--- src/rtl/assert_macros.svh ---
// assertion helpers shared by the rtl
`ifndef ASSERT_MACROS_SVH
`define ASSERT_MACROS_SVH

// condition must hold at every clock edge outside reset
`define CHECK_ALWAYS(lbl, clk_s, rst_s, cond, msg) \
  lbl: assert property (@(posedge clk_s) disable iff (rst_s) (cond)) else $error(msg);

// consequent must hold in the cycle after the antecedent
`define CHECK_NEXT(lbl, clk_s, rst_s, ante, cons, msg) \
  lbl: assert property (@(posedge clk_s) disable iff (rst_s) (ante) |=> (cons)) \
    else $error(msg);

`endif

--- src/rtl/fdss_pkg.sv ---
package fdss_pkg;

  localparam logic [39:0] PIN_MAP_RESET = 40'h398A418820;
  localparam logic [13:0] MAX_SHOWN = 14'd9999;

  localparam logic REQ_SET  = 1'b0;
  localparam logic REQ_TICK = 1'b1;

  typedef struct packed {
    logic        req_type;
    logic [13:0] display_value;
  } in_item_t;

  typedef struct packed {
    logic [3:0]  digit_select;
    logic [31:0] segment_pins;
    logic [1:0]  scan_digit;
    logic        value_clamped;
  } out_item_t;

  // four bcd digits, index 0 is units
  typedef logic [3:0][3:0] digits_t;

  // standard seven-segment patterns, segment a in bit 0
  function automatic logic [7:0] seg_pattern(input logic [3:0] digit);
    logic [7:0] pat;
    case (digit)
      4'd0: pat = 8'h3f;
      4'd1: pat = 8'h06;
      4'd2: pat = 8'h5b;
      4'd3: pat = 8'h4f;
      4'd4: pat = 8'h66;
      4'd5: pat = 8'h6d;
      4'd6: pat = 8'h7d;
      4'd7: pat = 8'h07;
      4'd8: pat = 8'h7f;
      4'd9: pat = 8'h6f;
      default: pat = 8'h00;
    endcase
    return pat;
  endfunction

endpackage

--- src/rtl/fdss_digit_split.sv ---
module fdss_digit_split (
  input  logic [13:0]      value,
  output fdss_pkg::digits_t digits,
  output logic             clamped
);

  logic [13:0] sat;
  logic [9:0]  rem_k;
  logic [6:0]  rem_h;
  logic [3:0]  rem_t;

  // each digit: parallel compares against the multiples, pick the highest that fits
  always_comb begin
    clamped = (value > fdss_pkg::MAX_SHOWN);
    sat     = clamped ? fdss_pkg::MAX_SHOWN : value;

    digits[3] = 4'd0;
    rem_k     = sat[9:0];
    for (int k = 1; k < 10; k++) begin
      if (sat >= 14'(k * 1000)) begin
        digits[3] = 4'(k);
        rem_k     = 10'(sat - 14'(k * 1000));
      end
    end

    digits[2] = 4'd0;
    rem_h     = rem_k[6:0];
    for (int k = 1; k < 10; k++) begin
      if (rem_k >= 10'(k * 100)) begin
        digits[2] = 4'(k);
        rem_h     = 7'(rem_k - 10'(k * 100));
      end
    end

    digits[1] = 4'd0;
    rem_t     = rem_h[3:0];
    for (int k = 1; k < 10; k++) begin
      if (rem_h >= 7'(k * 10)) begin
        digits[1] = 4'(k);
        rem_t     = 4'(rem_h - 7'(k * 10));
      end
    end

    digits[0] = rem_t;
  end

endmodule

--- src/rtl/fdss_pin_place.sv ---
module fdss_pin_place (
  input  logic [39:0] pin_map,
  input  logic [7:0]  pattern,
  output logic [31:0] pins
);

  // later segments overwrite earlier ones on a shared pin
  always_comb begin
    pins = '0;
    for (int p = 0; p < 32; p++) begin
      for (int s = 0; s < 8; s++) begin
        if (pin_map[5*s +: 5] == 5'(p)) begin
          pins[p] = pattern[s];
        end
      end
    end
  end

endmodule

--- src/rtl/four_digit_seven_segment_scan.sv ---
// channel  | handshake               | payload
// ---------+-------------------------+----------------------------------------
// in       | in_valid / in_ready     | in_data  (req_type, display_value)
// out      | out_valid / out_ready   | out_data (digit_select, segment_pins,
//          |                         |           scan_digit, value_clamped)
// cfg      | cfg_we                  | cfg_wdata (segment_pin_map, 40 bits)
//
// an item is registered on entry and its result when it advances to the output
// register; one item per cycle sustained while out_ready stays high, set by
// the single compute stage between the input and result registers.
// reset clears digits, scan position, clamp flag and loads the default pin map.
// a stalled result holds in the output register; the input register keeps
// taking items until it too is full.
`include "assert_macros.svh"

module four_digit_seven_segment_scan (
  input  logic                clk,
  input  logic                rst,
  input  logic                in_valid,
  output logic                in_ready,
  input  fdss_pkg::in_item_t  in_data,
  output logic                out_valid,
  input  logic                out_ready,
  output fdss_pkg::out_item_t out_data,
  input  logic                cfg_we,
  input  logic [39:0]         cfg_wdata
);

  logic [39:0]        pin_map;
  fdss_pkg::digits_t  digits;
  logic [1:0]         scan_pos;
  logic               clamp;

  logic               s1_valid;
  fdss_pkg::in_item_t s1_data;

  logic               out_load;
  logic               s1_adv;

  fdss_pkg::digits_t  split_digits;
  logic               split_clamp;
  fdss_pkg::digits_t  digits_next;
  logic [1:0]         scan_pos_next;
  logic               clamp_next;
  logic [7:0]         pattern;
  logic [31:0]        pins;

  assign out_load = !out_valid || out_ready;
  assign s1_adv   = s1_valid && out_load;
  assign in_ready = !s1_valid || out_load;

  fdss_digit_split u_split (
    .value   (s1_data.display_value),
    .digits  (split_digits),
    .clamped (split_clamp)
  );

  always_comb begin
    if (s1_data.req_type == fdss_pkg::REQ_SET) begin
      digits_next   = split_digits;
      clamp_next    = split_clamp;
      scan_pos_next = scan_pos;
    end else begin
      digits_next   = digits;
      clamp_next    = clamp;
      scan_pos_next = scan_pos + 2'd1;
    end
    pattern = fdss_pkg::seg_pattern(digits_next[scan_pos_next]);
  end

  fdss_pin_place u_place (
    .pin_map (pin_map),
    .pattern (pattern),
    .pins    (pins)
  );

  always_ff @(posedge clk) begin
    if (rst) begin
      pin_map <= fdss_pkg::PIN_MAP_RESET;
    end else if (cfg_we) begin
      pin_map <= cfg_wdata;
    end
  end

  always_ff @(posedge clk) begin
    if (rst) begin
      digits   <= '0;
      scan_pos <= 2'd0;
      clamp    <= 1'b0;
    end else if (s1_adv) begin
      digits   <= digits_next;
      scan_pos <= scan_pos_next;
      clamp    <= clamp_next;
    end
  end

  always_ff @(posedge clk) begin
    if (rst) begin
      s1_valid <= 1'b0;
    end else if (in_valid && in_ready) begin
      s1_valid <= 1'b1;
    end else if (s1_adv) begin
      s1_valid <= 1'b0;
    end
  end

  always_ff @(posedge clk) begin
    if (in_valid && in_ready) begin
      s1_data <= in_data;
    end
  end

  always_ff @(posedge clk) begin
    if (rst) begin
      out_valid <= 1'b0;
    end else if (s1_adv) begin
      out_valid <= 1'b1;
    end else if (out_ready) begin
      out_valid <= 1'b0;
    end
  end

  always_ff @(posedge clk) begin
    if (s1_adv) begin
      out_data.digit_select  <= ~(4'b0001 << scan_pos_next);
      out_data.segment_pins  <= pins;
      out_data.scan_digit    <= scan_pos_next;
      out_data.value_clamped <= clamp_next;
    end
  end

  `CHECK_ALWAYS(a_sel_matches_pos, clk, rst,
    !out_valid || (out_data.digit_select == ~(4'b0001 << out_data.scan_digit)),
    "digit select does not match scan digit")
  `CHECK_ALWAYS(a_digits_bcd, clk, rst,
    (digits[0] <= 4'd9) && (digits[1] <= 4'd9) && (digits[2] <= 4'd9) && (digits[3] <= 4'd9),
    "stored digit out of decimal range")
  `CHECK_NEXT(a_adv_fills_out, clk, rst, s1_adv, out_valid,
    "advanced item did not reach the result register")
  `CHECK_NEXT(a_tick_steps, clk, rst, s1_adv && (s1_data.req_type == fdss_pkg::REQ_TICK),
    scan_pos == 2'($past(scan_pos) + 2'd1), "tick did not advance scan position")

endmodule
--- config.mk ---
export PLATFORM = sky130hd
export DESIGN_NAME = four_digit_seven_segment_scan
export DESIGN_NICKNAME = d
export VERILOG_FILES = /design/src/rtl/fdss_pkg.sv /design/src/rtl/fdss_digit_split.sv /design/src/rtl/fdss_pin_place.sv /design/src/rtl/four_digit_seven_segment_scan.sv
export VERILOG_INCLUDE_DIRS = /design/src /design/src/rtl
export SDC_FILE = /design/constraint.sdc
export NUM_CORES = 1
export LEC_CHECK = 0
export BUFFER_PORTS_ARGS = -buffer_cell sky130_fd_sc_hd__clkbuf_2
export CAP_MARGIN = 10
export CORE_ASPECT_RATIO = 0.75
export CORE_MARGIN = 2
export CORE_UTILIZATION = 50
export CTS_BUF_LIST = sky130_fd_sc_hd__clkbuf_16
export DETAILED_ROUTE_END_ITERATION = 6
export PLACE_DENSITY = 0.73
export SLEW_MARGIN = 25
export SYNTH_ARGS = -nofsm -noshare
export SYNTH_HDL_FRONTEND = slang
export SYNTH_SLANG_ARGS = --single-unit
export TNS_END_PERCENT = 100
--- constraint.sdc ---
create_clock -name clk -period 18.02 [get_ports clk]
set_clock_uncertainty 0.2 [all_clocks]
set_input_delay 4.505 -clock clk [delete_from_list [all_inputs] [get_ports clk]]
set_output_delay 4.505 -clock clk [all_outputs]
set_load 0.02 [all_outputs]
### After elaboration in Yosys (flattened, before gate mapping)

Memories as Yosys holds them, arrays and structs flattened.
Index checks and enable logic that the tools add are counted.

| storage, ports and cells | value |
|---|---|
| memory bits (read-only) | 112 |
| memories | 1 |
| latch bits | 0 |
| bits in writable memories | 0 |
| bits in registers | 115 |
| output and inout port bits | 41 |

Memories:

| name | words | width | read ports | clocked after memory_dff | wr ports | RTL line | text |
|---|---|---|---|---|---|---|---|
| (no name shown) | 16 | 7 | 1 | 0 | 0 | fdss_pkg.sv:27 | `case (digit)` |

| operators by class | value |
|---|---|
| muxes and demuxes | 320 |
| magnitude comparators | 29 |
| shift operators | 1 |
| reductions and logical operators | 16 |
| eq/ne operators | 248 |
| add/sub/neg operators | 28 |
| bitwise gates (word level) | 1 |
| $mul | 0 |
| div/mod/pow operators | 0 |

Operators with widths:

| cell | number |
|---|---|
| 5-bit == test, second input constant | 128 |
| 5-bit by 4-bit == test with 1-bit output, second input constant | 64 |
| 1-bit 2-to-1 mux | 264 |
| 5-bit by 3-bit == test with 1-bit output, second input constant | 32 |
| 10-bit 2-to-1 mux | 9 |
| 10-bit subtractor, second input constant | 9 |
| 5-bit by 2-bit == test with 1-bit output, second input constant | 16 |
| 4-bit 2-to-1 mux | 16 |
| 7-bit 2-to-1 mux | 9 |
| 14-bit by 13-bit greater-or-equal comparator with 1-bit output, second input constant | 4 |
| 5-bit by 1-bit == test with 1-bit output, second input constant | 8 |
| 10-bit greater-or-equal comparator, second input constant | 4 |
| 5-bit zero test | 8 |
| 3-bit 2-to-1 mux | 12 |
| 10-bit by 9-bit greater-or-equal comparator with 1-bit output, second input constant | 3 |
| 14-bit by 12-bit greater-or-equal comparator with 1-bit output, second input constant | 2 |
| 7-bit subtractor, second input constant | 4 |
| 7-bit by 6-bit greater-or-equal comparator with 1-bit output, second input constant | 3 |
| 7-bit greater-or-equal comparator, second input constant | 3 |
| 7-bit by 6-bit subtractor with 7-bit output, second input constant | 3 |
| 4-bit subtractor, second input constant | 5 |
| 16-bit 2-to-1 mux | 1 |
| 14-bit by 10-bit greater-or-equal comparator with 1-bit output, second input constant | 1 |
| 14-bit by 11-bit greater-or-equal comparator with 1-bit output, second input constant | 1 |
| 22 further kinds | 34 |

### Longest topological paths before layout

An unclocked memory read counts as a cell.

| logic depth | value |
|---|---|
| word-level depth | 44 |
| depth in mapped cells | 50 |
| mapped depth without buffers | 42 |

### Cells and area by module

Synthesis repeated with hierarchy kept, for this count alone.

| unflattened totals | value |
|---|---|
| cell total of the unflattened synthesis | 1632 |
| area, all modules | 12704.7 sq um |

Modules (own cells, without submodules):

| module | seq. area each (sq um) | cells an instance | times used | area an instance (sq um) |
|---|---|---|---|---|
| four_digit_seven_segment_scan | 2842.7 | 337 | 1 | 4421.7 |
| fdss_pin_place | 0.0 | 708 | 1 | 4280.4 |
| fdss_digit_split | 0.0 | 587 | 1 | 4002.6 |

### Least setup slack after synthesis

No wires, ideal clock.

| path | value |
|---|---|
| path type | input-to-output |
| from | in out_ready |
| to | out in_ready |
| arrival time | 4.857 ns |
| slack | 8.458 ns |
| buffers on the path | 0 |
| stages | 2 |
| path through | nor2b_1 nand2_1 |

| between the ends | value |
|---|---|
| longest elaborated chain between the ends | 2 |

Ends and longest elaborated chain:

| item | RTL line | text |
|---|---|---|
| from (decl) | four_digit_seven_segment_scan.sv:23 | `input logic out_ready,` |
| 1-bit logical OR | four_digit_seven_segment_scan.sv:48 | `assign out_load = !out_valid \|\| out_ready;` |
| 1-bit logical OR | four_digit_seven_segment_scan.sv:50 | `assign in_ready = !s1_valid \|\| out_load;` |
| to (decl) | four_digit_seven_segment_scan.sv:20 | `output logic in_ready,` |

No other way between the ends.

### Worst setup path after layout

| path | value |
|---|---|
| from | reg s1_data[12] (netlist bit) |
| to | reg out_data[4] (netlist bit), data pin |

| between the ends | value |
|---|---|
| longest elaborated chain between the ends | 44 |

Ends and longest elaborated chain:

| item | RTL line | text |
|---|---|---|
| from (decl) | four_digit_seven_segment_scan.sv:35 | `fdss_pkg::in_item_t s1_data;` |
| from (signal assigned) | four_digit_seven_segment_scan.sv:109 | `s1_data <= in_data;` |
| 14-bit > comparator | fdss_digit_split.sv:14 | `clamped = (value > fdss_pkg::MAX_SHOWN);` |
| 14-bit 2-to-1 mux (*) | fdss_digit_split.sv:15 | `sat = clamped ? fdss_pkg::MAX_SHOWN : value;` |
| 14-bit by 10-bit greater-or-equal comparator with 1-bit output / 10-bit subtractor (equally long branches) | fdss_digit_split.sv:20, fdss_digit_split.sv:22 |  |
| 10-bit 2-to-1 mux (9 in a row) | fdss_digit_split.sv:20 | `if (sat >= 14'(k * 1000)) begin` |
| 10-bit by 7-bit greater-or-equal comparator with 1-bit output / 7-bit subtractor (equally long branches) | fdss_digit_split.sv:29, fdss_digit_split.sv:31 |  |
| 7-bit 2-to-1 mux (9 in a row) | fdss_digit_split.sv:29 | `if (rem_k >= 10'(k * 100)) begin` |
| 7-bit by 4-bit greater-or-equal comparator with 1-bit output / 4-bit subtractor (equally long branches) | fdss_digit_split.sv:38, fdss_digit_split.sv:40 |  |
| 4-bit 2-to-1 mux / 1-bit 2-to-1 mux (equally long branches) | fdss_digit_split.sv:38 | `if (rem_h >= 7'(k * 10)) begin` |
| 4-bit 2-to-1 mux / 2-bit 2-to-1 mux (equally long branches) (2 in a row) | fdss_digit_split.sv:38 |  |
| 4-bit 2-to-1 mux / 3-bit 2-to-1 mux (equally long branches) (4 in a row) | fdss_digit_split.sv:38 |  |
| 4-bit 2-to-1 mux (2 in a row) | fdss_digit_split.sv:38 |  |
| 16-bit 2-to-1 mux (*) | four_digit_seven_segment_scan.sv:59 | `if (s1_data.req_type == fdss_pkg::REQ_SET) begin` |
| 4-bit binary-select mux with 2-bit select (*) | four_digit_seven_segment_scan.sv:68 | `pattern = fdss_pkg::seg_pattern(digits_next[scan_pos_next]);` |
| 4-bit 2-to-1 mux (implied by the code) (*) | four_digit_seven_segment_scan.sv:68 |  |
| memory 16 x 7 bit (*) | - |  |
| 1-bit 2-to-1 mux (6 in a row) | fdss_pin_place.sv:12 | `if (pin_map[5*s +: 5] == 5'(p)) begin` |
| 1-bit 2-to-1 mux (*) (2 in a row) | fdss_pin_place.sv:12 |  |
| to (decl) | four_digit_seven_segment_scan.sv:24 | `output fdss_pkg::out_item_t out_data,` |

Mark *: on every way between the ends. The rest lies on a longest branch, timed or not. The select of a mux whose other input is x is not followed.
A chain may end at the register's enable or synchronous reset.

==> metrics.md <==
| Metric | Value |
|---|---|
| Wire length of the first global-routing pass | `79.2 mm` |
| Most instantiated flip-flop cell in the synthesis netlist | `sky130_fd_sc_hd__dfxtp_1` |
| Iteration count of the initial detailed-routing pass | `7` |
| CTS resizes | `0` |
| Share of the synthesized netlist area taken by xor and xnor gates | `1.77%` |
| Share of the synthesized area in compound gates (AO/OA/AOI/OAI) | `32.3%` |
| Worst slack after detailed placement | `6.66 ns` |
| Root Buffer Master | `sky130_fd_sc_hd__clkbuf_16` |
| Static leakage power | `4.79 nW` |
| Average instance area after synthesis | `7.45 um2` |
| Global Route met2 Usage | `47.2%` |
| Most used routing layer | `met1` |
| Fraction of the mapped netlist area in adder cells | `3.98%` |
| Number of warnings issued by yosys | `0` |
| RSZ-0062 raised after global routing | `false` |
| Quantity of I/O buffers inserted on ports | `100` |
| FMAX | `83.5 MHz` |
| Worst Reg2Reg Path Length in Cells | `40` |
| Share of the cycle needed by the critical path after routing | `66.5%` |
| Source-to-sink clock delay at the later pin of the worst-skew pair | `0.45 ns` |
| Slew Limit Fails | `0` |
| Minimum setup slack among reg-to-reg paths | `6.04 ns` |
| Setup TNS | `0 ns` |
| Final net count | `1834` |
| Main combinational cell family by area after synthesis | `compound AO/OA/AOI/OAI gates` |
| Worst path arrival time | `12.06 ns` |
| Gr ovfl total | `0` |
| Mux contribution to synthesized area | `3.39%` |
| Data required time of the critical path | `18.10 ns` |
| Flip-flop and latch count after synthesis | `115` |
| Cell count after placement | `2052` |
| Fin cells | `2084` |
| Clock tree from TritonCTS | `done` |
| Violated checks | `design-rule violations` |
| Startpoint of the tightest hold check path | `digits[14]$_SDFFE_PP0P_` |
| Area fraction in and, or, nand and nor cells after synthesis | `30.4%` |
| Pwr Total | `1.47 mW` |
| Instance count along the most critical hold path | `2` |
| Worst path slowest cell | `sky130_fd_sc_hd__o21ai_1` |
| Initial antenna violation count | `1` |
| N_diodes | `0` |
| Vias in the first global route | `12600` |
| GRT Overall Usage | `38.3%` |
| Clock edge transition at the registers on the reported setup and hold paths | `0.06 ns` |
| Post-DP HPWL | `40.1 mm` |
| Post-Synthesis Cell Area | `12900 um2` |
| Die ar. | `27100 um2` |
| Maximum number of pins on one net before global-route repair | `62` |
| Worst voltage drop across the vdd grid | `74.6 uV` |
| Final setup violation count | `0` |
| Count of different cell masters after synthesis | `124` |
| Wire length reported by the detailed router | `53.3 mm` |
| Average vias per placed instance | `7.16` |
| Highest fanout seen on the critical path | `17` |
| Met3 layer usage reported by global route | `16.7%` |
| Count of standard-cell rows | `50` |
| Initial core utilization | `51.3%` |
| Destination of the worst register-to-register timing path | `out_data[4]$_SDFFCE_PN0P_` |
| Fraction of final layout cells sized beyond drive strength 1 | `14.3%` |
| Total I/O pin count | `101` |
| Max-cap check violation count | `0` |
| Post-CTS Setup Bufs | `0` |
| Routed wirelength normalized by instance count | `25.6 um` |
| Max Root-Sink Buffers | `2` |
| Fraction of met1 tracks used by global routing | `59.9%` |
| Most frequent cells after synthesis | `sky130_fd_sc_hd__nor2_1 (212), sky130_fd_sc_hd__nand2_1 (153), sky130_fd_sc_hd__a21oi_1 (120), sky130_fd_sc_hd__clkbuf_1 (77), sky130_fd_sc_hd__o21ai_0 (74)` |
| Horizontal extent of the die | `189 um` |
| Crit end category | `flip-flop` |
| Power per Cell Area | `106 nW/um2` |
| CTS buffer count | `17` |
| Syn-to-layout area delta | `7.72%` |
| Startpoint of the worst register-to-register path | `s1_data[12]$_DFFE_PP_` |
| 1st-iter DRT viols | `2955` |
| Routed Antenna Nets | `0` |
| Final min period | `11.98 ns` |
| Share of Yosys cell area claimed by the top area cell type | `12.6%` |
| Number of synthesized flops with an enable pin | `54` |
| Final hold vios | `0` |
| Top cells by area, synth | `sky130_fd_sc_hd__edfxtp_1 (13%), sky130_fd_sc_hd__dfxtp_1 (9.5%), sky130_fd_sc_hd__nor2_1 (6.2%)` |
| Cell with the most instances on the worst path | `sky130_fd_sc_hd__ha_1` |
| Cells after synthesis | `1731` |
| Synth Net Count | `1832` |
| Dominant cell type by area after synthesis | `sky130_fd_sc_hd__edfxtp_1` |
| Detailed-route DRC error count | `6` |
| Asr flop ratio synth | `0%` |
| Most used standard cell by instance count after synthesis | `sky130_fd_sc_hd__nor2_1` |
| Post-synthesis sequential area ratio | `22.1%` |
| Worst-Margin Slew | `1.06 ns` |
| TritonCTS Sinks | `115` |
| Run status | `finished, violations left` |
| H-tree level count | `4` |
| Hold buffer count at cts | `0` |
| Max stage delay on crit path | `0.77 ns` |
| Critical path start-end classification | `reg -> reg` |
| Startpoint type of the worst setup path | `flip-flop` |
| Max-slew headroom | `28.9%` |
| Category of cells accounting for the largest share of critical-path delay | `compound AO/OA/AOI/OAI gates` |
| Worst Path Buf+Inv | `5` |
| Routed via count | `14900` |
| Overall die height | `143 um` |
| Worst path setup slack after routing | `6.04 ns` |
| Core ar. | `25100 um2` |
| Final RePlAce weighted congestion | `1.05` |
| Hold path endpoint | `digits[14]$_SDFFE_PP0P_` |
| Class of the tightest hold or removal check | `reg -> reg` |
==> metal layers <==
| layer | part of all wire, % | vias to the layer above |
|---|---|---|
| met5 | 0.024 | - |
| met4 | 1.3 | 2 |
| met3 | 18 | 100 |
| met2 | 36 | 1318 |
| met1 | 45 | 6896 |
| li1 | - | 6603 |
==> cells in the final DEF, fill, tap and decap left out, drive strengths merged, types with 18 or more instances in the layout <==
| cell type | Yosys | routed |
|---|---|---|
| edfxtp | 54 | 54 |
| clkbuf | 77 | 117 |
| nand2b | 31 | 31 |
| mux2i | 35 | 35 |
| o31ai | 31 | 31 |
| nor4 | 29 | 29 |
| ha | 41 | 41 |
| nor2b | 35 | 35 |
| o32ai | 22 | 22 |
| a211oi | 27 | 27 |
| o211ai | 35 | 35 |
| a31oi | 27 | 27 |
| or2 | 20 | 20 |
| nor2 | 214 | 214 |
| dfxtp | 61 | 61 |
| nand4 | 18 | 18 |
| o22ai | 30 | 30 |
| inv | 37 | 39 |
| nand3 | 66 | 66 |
| nand2 | 156 | 156 |
| and2 | 22 | 22 |
| o21ai | 105 | 105 |
| xnor2 | 19 | 19 |
| nor3 | 81 | 81 |
| a21oi | 123 | 123 |
| o221ai | 18 | 18 |
==> through the flow <==
step	utilization (%)	hold WS [ns]	cell area (um2)
CTS	55.2	0.255	13900
detailed placement	53.0	0.247	13300
finish	55.2	0.257	13900
floorplan	-	0.234	12900
global placement	52.9	0.239	13300
global route	55.2	0.269	13900
==> logic make-up after synthesis <==
kind of cell | count (synthesis)
AO/OA/AOI/OAI | 581
multiplexers | 41
XOR/XNOR | 23
buffers and inverters | 172
adder cells (fa/ha/maj) | 41
flip-flops | 115
AND/OR/NAND/NOR | 758
==> worst register-to-register path: cells and delay by family, from the launching register on <==
family | cells | cell delay [ns]
compound gates | 15 | 4.47
simple gates | 13 | 3.13
fa+ha+maj | 4 | 1.39
buf+inv | 5 | 0.99
mux | 2 | 0.68
flops | 1 | 0.60
xor+xnor | 1 | 0.35
==> area by class of cell <==
class	count	area, um2
tap	338	423
sequential	115	2840
timing repair buffer	117	628
inverter	38	146
fill	2423	11300
multi-input combinational	1444	9280
clock inverter	15	141
clock buffer	17	425
==> power breakdown <==
group,switching [mW],internal [mW]
Clock,0.139,0.201
Sequential,0.0264,0.296
Combinational,0.562,0.247
Total,0.727,0.745
==> worst max path at each step <==
stage | startpoint | to | depth (start not counted)
after floorplan | out_ready | in_ready | 2
after global routing | s1_data[12]$_DFFE_PP_ | out_data[24]$_SDFFCE_PN0P_ | 40
after CTS | s1_data[12]$_DFFE_PP_ | out_data[34]$_SDFFCE_PN0P_ | 40
after detailed placement | s1_data[12]$_DFFE_PP_ | out_data[34]$_SDFFCE_PN0P_ | 40
after global placement | s1_data[12]$_DFFE_PP_ | out_data[4]$_SDFFCE_PN0P_ | 41
final | s1_data[12]$_DFFE_PP_ | out_data[4]$_SDFFCE_PN0P_ | 40
==> registers in the layout, summed over array words and instances, names as in the netlist <==
name and count:
out_valid 1, s1_data 15, out_data 39, scan_pos 2, digits 16, clamp 1
s1_valid 1, pin_map 40
Power figures use the tool's default switching activity.
